### src/hdl/srcio_pkg.sv
// ----------------------------------------------------------------------------
// srcio_pkg
// Types, codes and constants shared by the core's controller and datapath.
// ----------------------------------------------------------------------------
package srcio_pkg;

    typedef struct packed {
        logic [2:0]  action;
        logic [13:0] address;
        logic [31:0] data;
        logic        irq2_pulse;
    } t_item;

    typedef struct packed {
        logic [11:0] pc;
        logic [31:0] instruction;
        logic [3:0]  dest_index;
        logic [31:0] dest_value;
        logic [1:0]  io_access;
        logic [4:0]  io_index;
        logic [31:0] io_value;
        logic        halted;
        logic [31:0] cycle_count;
        logic [31:0] read_data;
    } t_result;

    localparam logic [2:0] ACT_TICK     = 3'd0;
    localparam logic [2:0] ACT_LOAD_MEM = 3'd1;
    localparam logic [2:0] ACT_LOAD_DSK = 3'd2;
    localparam logic [2:0] ACT_RD_MEM   = 3'd3;
    localparam logic [2:0] ACT_RD_DSK   = 3'd4;
    localparam logic [2:0] ACT_RD_REG   = 3'd5;

    localparam logic [7:0] OPC_ADD  = 8'd0;
    localparam logic [7:0] OPC_SUB  = 8'd1;
    localparam logic [7:0] OPC_AND  = 8'd2;
    localparam logic [7:0] OPC_OR   = 8'd3;
    localparam logic [7:0] OPC_SLL  = 8'd4;
    localparam logic [7:0] OPC_SRA  = 8'd5;
    localparam logic [7:0] OPC_SRL  = 8'd6;
    localparam logic [7:0] OPC_BEQ  = 8'd7;
    localparam logic [7:0] OPC_BNE  = 8'd8;
    localparam logic [7:0] OPC_BLT  = 8'd9;
    localparam logic [7:0] OPC_BGT  = 8'd10;
    localparam logic [7:0] OPC_BLE  = 8'd11;
    localparam logic [7:0] OPC_BGE  = 8'd12;
    localparam logic [7:0] OPC_JAL  = 8'd13;
    localparam logic [7:0] OPC_LW   = 8'd14;
    localparam logic [7:0] OPC_SW   = 8'd15;
    localparam logic [7:0] OPC_RETI = 8'd16;
    localparam logic [7:0] OPC_IN   = 8'd17;
    localparam logic [7:0] OPC_OUT  = 8'd18;
    localparam logic [7:0] OPC_HALT = 8'd19;

    localparam int NUM_IO = 18;

    localparam logic [4:0] IO_IRQ0EN   = 5'd0;
    localparam logic [4:0] IO_IRQ1EN   = 5'd1;
    localparam logic [4:0] IO_IRQ2EN   = 5'd2;
    localparam logic [4:0] IO_IRQ0ST   = 5'd3;
    localparam logic [4:0] IO_IRQ1ST   = 5'd4;
    localparam logic [4:0] IO_IRQ2ST   = 5'd5;
    localparam logic [4:0] IO_IRQHDL   = 5'd6;
    localparam logic [4:0] IO_IRQRET   = 5'd7;
    localparam logic [4:0] IO_CLKS     = 5'd8;
    localparam logic [4:0] IO_TMREN    = 5'd11;
    localparam logic [4:0] IO_TMRCUR   = 5'd12;
    localparam logic [4:0] IO_TMRMAX   = 5'd13;
    localparam logic [4:0] IO_DSKCMD   = 5'd14;
    localparam logic [4:0] IO_DSKSEC   = 5'd15;
    localparam logic [4:0] IO_DSKBUF   = 5'd16;
    localparam logic [4:0] IO_DSKSTAT  = 5'd17;

    localparam logic [1:0] IOA_NONE = 2'd0;
    localparam logic [1:0] IOA_IN   = 2'd1;
    localparam logic [1:0] IOA_OUT  = 2'd2;

    localparam logic [1:0] DSK_READ  = 2'd1;
    localparam logic [1:0] DSK_WRITE = 2'd2;

    typedef enum logic [3:0] {
        ST_CLEAR, ST_IDLE, ST_HOST, ST_HRESP, ST_TICK, ST_FETCH, ST_DECODE,
        ST_RREAD, ST_DREAD, ST_EXEC, ST_LOAD, ST_DMA_MOD, ST_DMA_RD, ST_DMA_WR,
        ST_POST
    } t_state;

    typedef enum logic [3:0] {
        OP_NONE, OP_CLEAR, OP_CAPTURE, OP_HOST, OP_HRESP, OP_TICK, OP_FETCH,
        OP_DECODE, OP_RREAD, OP_DREAD, OP_EXEC, OP_LOAD, OP_DMA_MOD, OP_DMA_RD,
        OP_DMA_WR, OP_POST
    } t_op;

    typedef struct packed {
        t_op op;
    } t_cmd;

    typedef struct packed {
        logic clr_done;
        logic halted;
        logic exec_lw;
        logic exec_dma;
        logic mod_done;
        logic dma_last;
    } t_sts;

endpackage

### src/hdl/srcio_ctrl.sv
// ----------------------------------------------------------------------------
// srcio_ctrl
// Controller: sequences memory clearing, host accesses, instruction steps
// and sector copies, issuing one datapath command per cycle.
// ----------------------------------------------------------------------------
module srcio_ctrl
    import srcio_pkg::*;
(
    input  logic       i_clk,
    input  logic       i_rst_n,
    input  logic       i_start,
    input  logic [2:0] i_action,
    input  t_sts       i_sts,
    output t_cmd       o_cmd,
    output logic       o_busy
);

    t_state r_state, n_state;

    always_ff @(posedge i_clk) begin
        if (!i_rst_n) begin
            r_state <= ST_CLEAR;
        end else begin
            r_state <= n_state;
        end
    end

    always_comb begin
        n_state  = r_state;
        o_cmd.op = OP_NONE;
        o_busy   = (r_state != ST_IDLE);
        unique case (r_state)
            ST_CLEAR: begin
                o_cmd.op = OP_CLEAR;
                if (i_sts.clr_done) n_state = ST_IDLE;
            end
            ST_IDLE: begin
                if (i_start) begin
                    o_cmd.op = OP_CAPTURE;
                    n_state  = (i_action == ACT_TICK) ? ST_TICK : ST_HOST;
                end
            end
            ST_HOST: begin
                o_cmd.op = OP_HOST;
                n_state  = ST_HRESP;
            end
            ST_HRESP: begin
                o_cmd.op = OP_HRESP;
                n_state  = ST_IDLE;
            end
            ST_TICK: begin
                o_cmd.op = OP_TICK;
                n_state  = i_sts.halted ? ST_IDLE : ST_FETCH;
            end
            ST_FETCH: begin
                o_cmd.op = OP_FETCH;
                n_state  = ST_DECODE;
            end
            ST_DECODE: begin
                o_cmd.op = OP_DECODE;
                n_state  = ST_RREAD;
            end
            ST_RREAD: begin
                o_cmd.op = OP_RREAD;
                n_state  = ST_DREAD;
            end
            ST_DREAD: begin
                o_cmd.op = OP_DREAD;
                n_state  = ST_EXEC;
            end
            ST_EXEC: begin
                o_cmd.op = OP_EXEC;
                priority if (i_sts.exec_lw) n_state = ST_LOAD;
                else if (i_sts.exec_dma)    n_state = ST_DMA_MOD;
                else                        n_state = ST_POST;
            end
            ST_LOAD: begin
                o_cmd.op = OP_LOAD;
                n_state  = ST_POST;
            end
            ST_DMA_MOD: begin
                o_cmd.op = OP_DMA_MOD;
                if (i_sts.mod_done) n_state = ST_DMA_RD;
            end
            ST_DMA_RD: begin
                o_cmd.op = OP_DMA_RD;
                n_state  = ST_DMA_WR;
            end
            ST_DMA_WR: begin
                o_cmd.op = OP_DMA_WR;
                n_state  = i_sts.dma_last ? ST_POST : ST_DMA_RD;
            end
            ST_POST: begin
                o_cmd.op = OP_POST;
                n_state  = ST_IDLE;
            end
            default: n_state = ST_IDLE;
        endcase
    end

    a_accept: assert property (@(posedge i_clk) disable iff (!i_rst_n)
        (r_state == ST_IDLE && i_start) |=> (r_state == ST_HOST || r_state == ST_TICK))
        else $error("accepted beat not started");

    a_exec_next: assert property (@(posedge i_clk) disable iff (!i_rst_n)
        (r_state == ST_EXEC) |=>
        (r_state == ST_LOAD || r_state == ST_DMA_MOD || r_state == ST_POST))
        else $error("bad step after execute");

    a_dma_loop: assert property (@(posedge i_clk) disable iff (!i_rst_n)
        (r_state == ST_DMA_WR) |=> (r_state == ST_DMA_RD || r_state == ST_POST))
        else $error("sector copy left early");

endmodule

### config.mk
export PLATFORM = sky130hd
export DESIGN_NAME = srcio_ctrl
export DESIGN_NICKNAME = d
export VERILOG_FILES = /design/src/hdl/srcio_pkg.sv /design/src/hdl/srcio_ctrl.sv
export SDC_FILE = /design/constraint.sdc
export NUM_CORES = 1
export LEC_CHECK = 0
export BUFFER_PORTS_ARGS = -buffer_cell sky130_fd_sc_hd__buf_2
export CAP_MARGIN = 15
export CORE_AREA = 2 2 39 41
export DETAILED_ROUTE_END_ITERATION = 7
export DIE_AREA = 0 0 41 43
export PLACE_DENSITY = 0.59
export SYNTH_ARGS = -nofsm -noshare
export SYNTH_HDL_FRONTEND = slang
export SYNTH_SLANG_ARGS = --single-unit
### constraint.sdc
create_clock -name i_clk -period 1.6 [get_ports i_clk]
set_input_delay 0.08 -clock i_clk [delete_from_list [all_inputs] [get_ports i_clk]]
set_output_delay 0.08 -clock i_clk [all_outputs]
set_load 0.02 [all_outputs]
==> run summary, run 1 <==
Fillers - 151
Post-route DRC - 0
Register area - 80.1 um2
Syn Std Cell Area - 378 um2
P_int - 221 uW
Number of max-slew violations in the final report - 0
Fmax - 695 MHz
N_diodes - 0
Yosys Warn Count - 0
Routed vias - 431
Worst Setup SP - r_state[0]
Setup crit end kind - register
Drt initial violations - 8
Finished Cell Area - 479 um2
Worst Setup EP - r_state[1]
Final Hold Fails - 0
CTS H-Tree Depth - 1
Power per cell area - 642 nW/um2
Worst-path clk slew - 0.04 ns
Hold bufs inserted after CTS - 0
Reg2reg setup slack - 0.16 ns
Ports - 17
Multi-input gate area - 258 um2
EDFF count, synth - 0
First-pass GRT wire length - 1.32 mm
Clock Root Buffer - clkbuf_4
Synth Area in Compound Gates - 0.285
Total track usage - 0.110
Peak supply drop - 318 uV
Critical path depth - 4
Row cnt - 14
Hpwl dp - 704 um
Initial antenna violation count - 0
Total gr overflow - 0
Hold Crit Class - input pin to register
Die area - 1760 um2
Die Span X - 41 um
Net switching power - 86.3 uW
Final #Nets - 83
Area added between synthesis and finish - 26.8%
Startpoint types - register
Post-Synth Simple-Gate Area - 0.351
Buf/Inv on CP - 0
Largest family of logic cells by synthesized area - simple AND/OR/NAND/NOR gates
# port buffers - 16
Share of the synthesized area in the top cell type - 0.212
Top flip-flop cell by instance count after synthesis - dfxtp_1
Slew @ Worst Pin - 0.435 ns
Critical path class - register to register
Biggest register - r_state
Placed inst area - 457 um2
Synthesized area per cell - 7.13 um2
Post-Route Setup TNS - 0 ns
CTS Buf Count - 3
Clock sink count - 4
Synth cell types - 29
Final WL - 916 um
RSZ-0062 raised after global routing - no
Largest net degree at the start of global routing - 14
Post-CTS Setup Bufs - 0
Clock Tree Buf Depth - 2
CTS resizes - 0
Pleak - 0.192 nW
Count leader, synth - a21oi_1
Yosys reg bits - 4
Clock Latency Late Sink - 0.24 ns
Crit share post-route - 0.899
Clock network fraction of total power - 0.420
Max Cap Violations - 0
Post-synthesis sequential area ratio - 0.212
Ranking of synthesized cells by area - dfxtp_1 (21%), a21oi_1 (7.9%), nand2_1 (5.0%)
Die H - 43 um
Post-synthesis adder-cell area fraction - 0
Final count of negative-setup-slack endpoints - 0
Depth of the most critical reg-to-reg path - 4
Status - finished, final reports clean
Worst-path cell chain - nor2b_1, nor4b_1, o2bb2ai_1, o22ai_1
Vias per inst - 5.07
CP max stage delay - 0.44 ns
Slowest stage cell on the critical path - dfxtp_1
Max reg flops - 4
Combinational Power Share - 0.223
Synth area leader - dfxtp_1
Max FO, Critical Path - 8
Reg2reg start - r_state[0]
Slew HR - 0.706
Clock tree from TritonCTS - done
CORE AREA - 1380 um2
Fin Clk Skew - 0.00885 ns
Top cells by count, synth - a21oi_1 (6), nand2_1 (5), dfxtp_1 (4), nor2_1 (4), o21ai_1 (3)
Routed len/inst - 10.8 um
Post-layout min period - 1.44 ns
Largest regs - r_state: 4 flops
Synthesized instance count - 53
Routability Congestion - 0.784
Antenna Nets Post-Route - 0
Delay-heaviest family, CP - simple AND/OR/NAND/NOR gates
Initial Util - 0.273
Share of power burned in registers - 0.358
Share of cells above drive strength 1 - 0.362
Vias in the first global route - 341
Sw Ratio - 0.281
Worst path required time - 1.71 ns
Ys async rst share - 0
Arr. time, crit path - 1.55 ns
Multiplexer share of the synthesized area - 0
Reg-to-Reg End - r_state[1]
Mapped Nets - 65
Synth Area in XOR/XNOR - 0.0464
Drt pass-1 iters - 4
## how the worst min path moves through the flow
stage,to,startpoint,slack [ns],depth (start not counted)
2_1_floorplan,r_state[3],i_rst_n,0.21,1
3_3_place_gp,r_state[3],i_rst_n,0.34,2
3_5_place_dp,r_state[3],i_rst_n,0.33,2
4_1_cts,r_state[3],i_rst_n,0.09,2
5_1_grt,r_state[3],i_rst_n,0.09,2
6_report,r_state[3],i_rst_n,0.09,2
## worst register-to-register path, stage by stage, from the launching register on
cell and delay, ns:
dfxtp_1 0.44, nor2b_1 0.20, nor4b_1 0.40, o2bb2ai_1 0.18
o22ai_1 0.09
## final cells by class
cell class,count,share of cell area
multi-input cells,42,0.538
inverters,3,0.0235
flip-flops and latches,4,0.167
clock buffers,3,0.0470
repair buffers,17,0.183
well taps,16,0.0418
## cell families after synthesis
logic type                after synthesis
buffers and inverters                   7
xor gates and xnor gates                2
and+or+nand+nor                        23
DFF                                     4
AOI/OAI and AO/OA                      17
## routing by layer
| metal | vias up | wire length, um | global-route usage |
|---|---|---|---|
| met4 | 0 | 9 | 0.0400 |
| met1 | 186 | 451 | 0.147 |
| met5 | - | 0 | 0 |
| met2 | 17 | 403 | 0.153 |
| met3 | 2 | 52 | 0.0471 |
| li1 | 226 | - | - |
## cell usage in the layout (no fill, tap or decap), types with 2 or more instances in the layout
master     netlist  routed
a21oi_1          6       6
buf_2            2      16
clkbuf_4         0       3
dfxtp_1          4       4
inv_2            2       2
nand2_1          5       5
nand2b_1         2       2
nand3b_1         2       2
nor2_1           4       4
nor2b_1          2       2
o21ai_1          3       3
o2bb2ai_1        2       2
xnor2_1          2       2
## power groups by stage
stage / registers (mW) / clock network [mW] / logic [mW]
after global routing: 0.111 / 0.144 / 0.0749
after floorplan: 0.106 / 0 / 0.0455
final: 0.110 / 0.129 / 0.0685
after global placement: 0.112 / 0 / 0.0686
after CTS: 0.110 / 0.134 / 0.0684
after detailed placement: 0.111 / 0 / 0.0682
## through the flow
stage               worst slack [ns]  hold slack (ns)  instances  utilization  power, mW
finish                         0.162           0.0910         85        0.346      0.307
global route                  0.0429           0.0904         85        0.346      0.329
CTS                            0.155           0.0865         85        0.346      0.313
detailed placement             0.173            0.334         82        0.330      0.180
global placement               0.144            0.335         82        0.330      0.180
floorplan                      0.433            0.208         53            -      0.151
(Power assumes the default switching activity.)
==> inputs of run 2 (changes only) <==
--- a/config.mk
+++ b/config.mk
@@ -11,6 +11,7 @@
 export DETAILED_ROUTE_END_ITERATION = 7
 export DIE_AREA = 0 0 41 43
 export PLACE_DENSITY = 0.59
+export RECOVER_POWER = 50
 export SYNTH_ARGS = -nofsm -noshare
 export SYNTH_HDL_FRONTEND = slang
 export SYNTH_SLANG_ARGS = --single-unit
==> run 2 against run 1 <==
  * Non-clock buffer count stayed put
  * Die area unchanged
  * Sequential share of layout area up 0.13 points
  * Largest power group unchanged
  * Critical path type unchanged
==> run summary, run 2 (same netlist as run 1, synthesis figures left out) <==
Dpl ws - 0.173 ns
Commonest non-fill, non-tap cell in the layout - buf_2
Antenna Nets Post-Route - 0
Clock Tree Buf Depth - 2
Initial Util - 0.273
Drt pass-1 iters - 4
Pleak - 0.184 nW
Largest net degree at the start of global routing - 14
Die H - 43 um
CORE AREA - 1380 um2
Final count of negative-setup-slack endpoints - 0
Final Hold Fails - 0
Worst-path clk slew - 0.04 ns
Slew HR - 0.698
Share of cells above drive strength 1 - 0.319
Area added between synthesis and finish - 25.8%
Final WL - 907 um
Status - finished, final reports clean
Number of max-slew violations in the final report - 0
Worst path required time - 1.71 ns
Die Span X - 41 um
Fin Clk Skew - 0.00873 ns
Largest regs - r_state: 4 flops
Most frequent cells in the layout - buf_2 (13), a21oi_1 (6), nand2_1 (5), nor2_1 (4), dfxtp_1 (4)
Post-route DRC - 0
# port buffers - 16
Vias per inst - 4.94
Hpwl dp - 704 um
Routed len/inst - 10.7 um
Hold bufs inserted after CTS - 0
Vias in the first global route - 341
Clock sink count - 4
Final #Nets - 83
Final core occ - 0.344
Setup ws final - 0.159 ns
N_diodes - 0
Peak supply drop - 318 uV
Ports - 17
First-pass GRT wire length - 1.32 mm
Fmax - 694 MHz
Total gr overflow - 0
Max reg flops - 4
Arr. time, crit path - 1.55 ns
Die area - 1760 um2
Crit share post-route - 0.901
Row cnt - 14
Max FO, Critical Path - 8
Clock tree from TritonCTS - done
CTS H-Tree Depth - 1
Drt initial violations - 11
Fillers - 151
Post-layout min period - 1.44 ns
Post-CTS Setup Bufs - 0
Clock Latency Late Sink - 0.24 ns
RSZ-0062 raised after global routing - no
CTS resizes - 0
Slew @ Worst Pin - 0.446 ns
Hold Crit Class - input pin to register
Clock Root Buffer - clkbuf_4
Startpoint types - register
Power per cell area - 643 nW/um2
Post-Route Setup TNS - 0 ns
Routability Congestion - 0.784
Setup crit end kind - register
Routed vias - 420
Max Cap Violations - 0
CTS Buf Count - 3
Biggest register - r_state
Total track usage - 0.110
Critical path class - register to register
Initial antenna violation count - 0
## run 2: cell count changes in the layout (fill, tap and decap cells not counted), sizes merged
cell    change
buf         -3
clkbuf      +3
## run 2: cell type report
class | instances | area (um2) | area share
timing repair buffer | 17 | 83.8 | 0.176
sequential | 4 | 80.1 | 0.168
multi-input combinational | 42 | 258 | 0.542
tap | 16 | 20.0 | 0.0421
clock buffer | 3 | 22.5 | 0.0474
inverter | 3 | 11.3 | 0.0237
## run 2: worst max-delay path: stages (launching register included)
cell	delay [ns]
dfxtp_1	0.44
nor2b_1	0.20
nor4b_1	0.41
o2bb2ai_1	0.18
o22ai_1	0.09
## run 2: worst paths after layout
| path | startpoint | end | slack [ns] | depth (start not counted) |
|---|---|---|---|---|
| setup / recovery | r_state[0] | r_state[1] | 0.16 | 4 |
| hold / removal | i_rst_n | r_state[3] | 0.09 | 2 |
| setup reg to reg | r_state[0] | r_state[1] | 0.16 | 4 |
| hold reg to reg | r_state[0] | r_state[1] | 0.65 | 2 |
## run 2: routing by layer
metal,wire (um),part of all wire,global-route usage
met5,0,0,0
met4,9,0.0099,0.0400
met3,44,0.049,0.0471
met2,399,0.44,0.153
met1,453,0.50,0.147
## run 2: power breakdown
group / switching (mW) / leakage (nW) / total, mW / internal, mW
clock: 0.0447 / 0.0138 / 0.129 / 0.0841
combinational: 0.0346 / 0.137 / 0.0668 / 0.0322
sequential: 0.00656 / 0.0325 / 0.110 / 0.103
total: 0.0859 / 0.184 / 0.306 / 0.220
## run 2: per-stage QoR
step / std cells / hold WS [ns] / power, mW / instance area (um2)
floorplan: 53 / 0.208 / 0.151 / 378
global placement: 82 / 0.335 / 0.180 / 457
detailed placement: 82 / 0.334 / 0.180 / 457
CTS: 85 / 0.0865 / 0.313 / 479
global route: 85 / 0.0904 / 0.328 / 475
finish: 85 / 0.0911 / 0.306 / 475
==> inputs of run 3 (changes only) <==
--- a/config.mk
+++ b/config.mk
@@ -10,7 +10,7 @@
 export CORE_AREA = 2 2 39 41
 export DETAILED_ROUTE_END_ITERATION = 7
 export DIE_AREA = 0 0 41 43
-export PLACE_DENSITY = 0.59
+export PLACE_DENSITY = 0.56
 export RECOVER_POWER = 50
 export SYNTH_ARGS = -nofsm -noshare
 export SYNTH_HDL_FRONTEND = slang
==> run 3 against run 2 <==
  * Count of clock-buffer cells in the layout unchanged
  * Critical path depth unchanged
  * Worst hold slack improved by 0.0037 ns
  * Sequential share of layout area fell by 0.13 points
  * Via count is 4.5% higher
  * First-iteration DRC count up 9.1%
  * Maximum frequency up 0.22%
  * Global-route usage rose by 0.89 points
  * Sequential power barely moved
  * Largest power group unchanged
  * Highest routed layer is now met3
==> run summary, run 3 (same netlist as run 1, synthesis figures left out) <==
Max reg flops - 4
Met3 routed WL - 67 um
Worst-path cell chain - or2_4, nor2_1, o21ai_1, buf_2
Clock Latency Late Sink - 0.24 ns
Pleak - 0.185 nW
Biggest register - r_state
Worst-path clk slew - 0.04 ns
Critical path depth - 4
Crit share post-route - 0.899
Hold Crit Class - input pin to register
Setup crit end kind - output port
Slew @ Worst Pin - 0.472 ns
RSZ-0062 raised after global routing - no
Wl on met1 - 441 um
Status - finished, final reports clean
Total power draw - 305 uW
Largest net degree at the start of global routing - 14
First-pass GRT wire length - 1.47 mm
Critical path class - register to output port
Ports - 17
Initial Util - 0.273
Min-delay src - i_rst_n
Post-route DRC - 0
Worst path required time - 1.52 ns
Clock sink count - 4
Slowest stage cell on the critical path - dfxtp_1
Area added between synthesis and finish - 26.8%
Drt initial violations - 12
Share of cells above drive strength 1 - 0.314
Initial antenna violation count - 0
Vias in the first global route - 389
Buf/Inv on CP - 1
Post-CTS Setup Bufs - 0
Max Cap Violations - 0
Final count of negative-setup-slack endpoints - 0
Post-Route Setup TNS - 0 ns
Fin Clk Skew - 0.00635 ns
Most frequent cells in the layout - buf_2 (13), a21oi_1 (6), nand2_1 (5)
Routability Congestion - 0.759
Reg2reg start - r_state[0]
Clock Root Buffer - clkbuf_4
CTS Buf Count - 3
Row cnt - 14
Worst Setup SP - r_state[3]
Die area - 1760 um2
CP max stage delay - 0.60 ns
Routed len/inst - 11.4 um
Peak supply drop - 331 uV
Number of max-slew violations in the final report - 0
# port buffers - 16
Post-layout min period - 1.44 ns
Final WL - 984 um
Hold Path Stages - 2
Final hold slack - 0.0948 ns
Fmax - 696 MHz
N_diodes - 0
Depth of the most critical reg-to-reg path - 4
Startpoint types - register
Highest routed metal layer - met3
Die H - 43 um
Largest regs - r_state: 4 flops
Clock tree from TritonCTS - done
Slew HR - 0.685
Routed vias - 439
Final Hold Fails - 0
Power per cell area - 637 nW/um2
CTS resizes - 0
Hold bufs inserted after CTS - 0
Met2 routed WL - 475 um
Commonest non-fill, non-tap cell in the layout - buf_2
Delay-heaviest family, CP - flip-flops
Die Span X - 41 um
Antenna Nets Post-Route - 0
Final #Nets - 84
CORE AREA - 1380 um2
Arr. time, crit path - 1.36 ns
Total track usage - 0.119
Max FO, Critical Path - 13
Clock Tree Buf Depth - 2
CTS H-Tree Depth - 1
Hpwl dp - 792 um
Vias per inst - 5.10
Total gr overflow - 0
Drt pass-1 iters - 4
-- run 3: cell types whose count changed in the layout (fill, tap and decap cells not counted) --
cell | before | now
clkbuf_1 | 3 | 4
-- run 3: area by class of cell --
class,count,area (um2)
fill,165,905
multi-input combinational,42,258
timing repair buffer,18,87.6
sequential,4,80.1
clock buffer,3,22.5
tap,16,20.0
inverter,3,11.3
-- run 3: layer usage --
metal,vias to the layer above,track usage
met5,-,0
met4,0,0.0200
met3,0,0.0471
met2,14,0.191
met1,201,0.147
li1,224,-
-- run 3: path summary, 6_finish.rpt --
kind / slack [ns] / endpoint
setup reg to reg: 0.17 / r_state[1]
hold / removal: 0.09 / r_state[3]
hold reg to reg: 0.65 / r_state[1]
setup / recovery: 0.16 / o_cmd[1]
-- run 3: stage by stage --
step	cells	worst slack (ns)	instance area (um2)	utilization
4_1_cts	86	0.144	487	0.352
5_1_grt	86	0.0483	479	0.346
3_5_place_dp	83	0.157	464	0.335
6_report	86	0.162	479	0.346
3_3_place_gp	83	0.137	464	0.335
2_1_floorplan	53	0.433	378	-
-- run 3: where the power goes --
group,switching (mW),total (mW),internal (mW)
combinational,0.0352,0.0655,0.0304
clock,0.0452,0.129,0.0842
sequential,0.00702,0.110,0.103
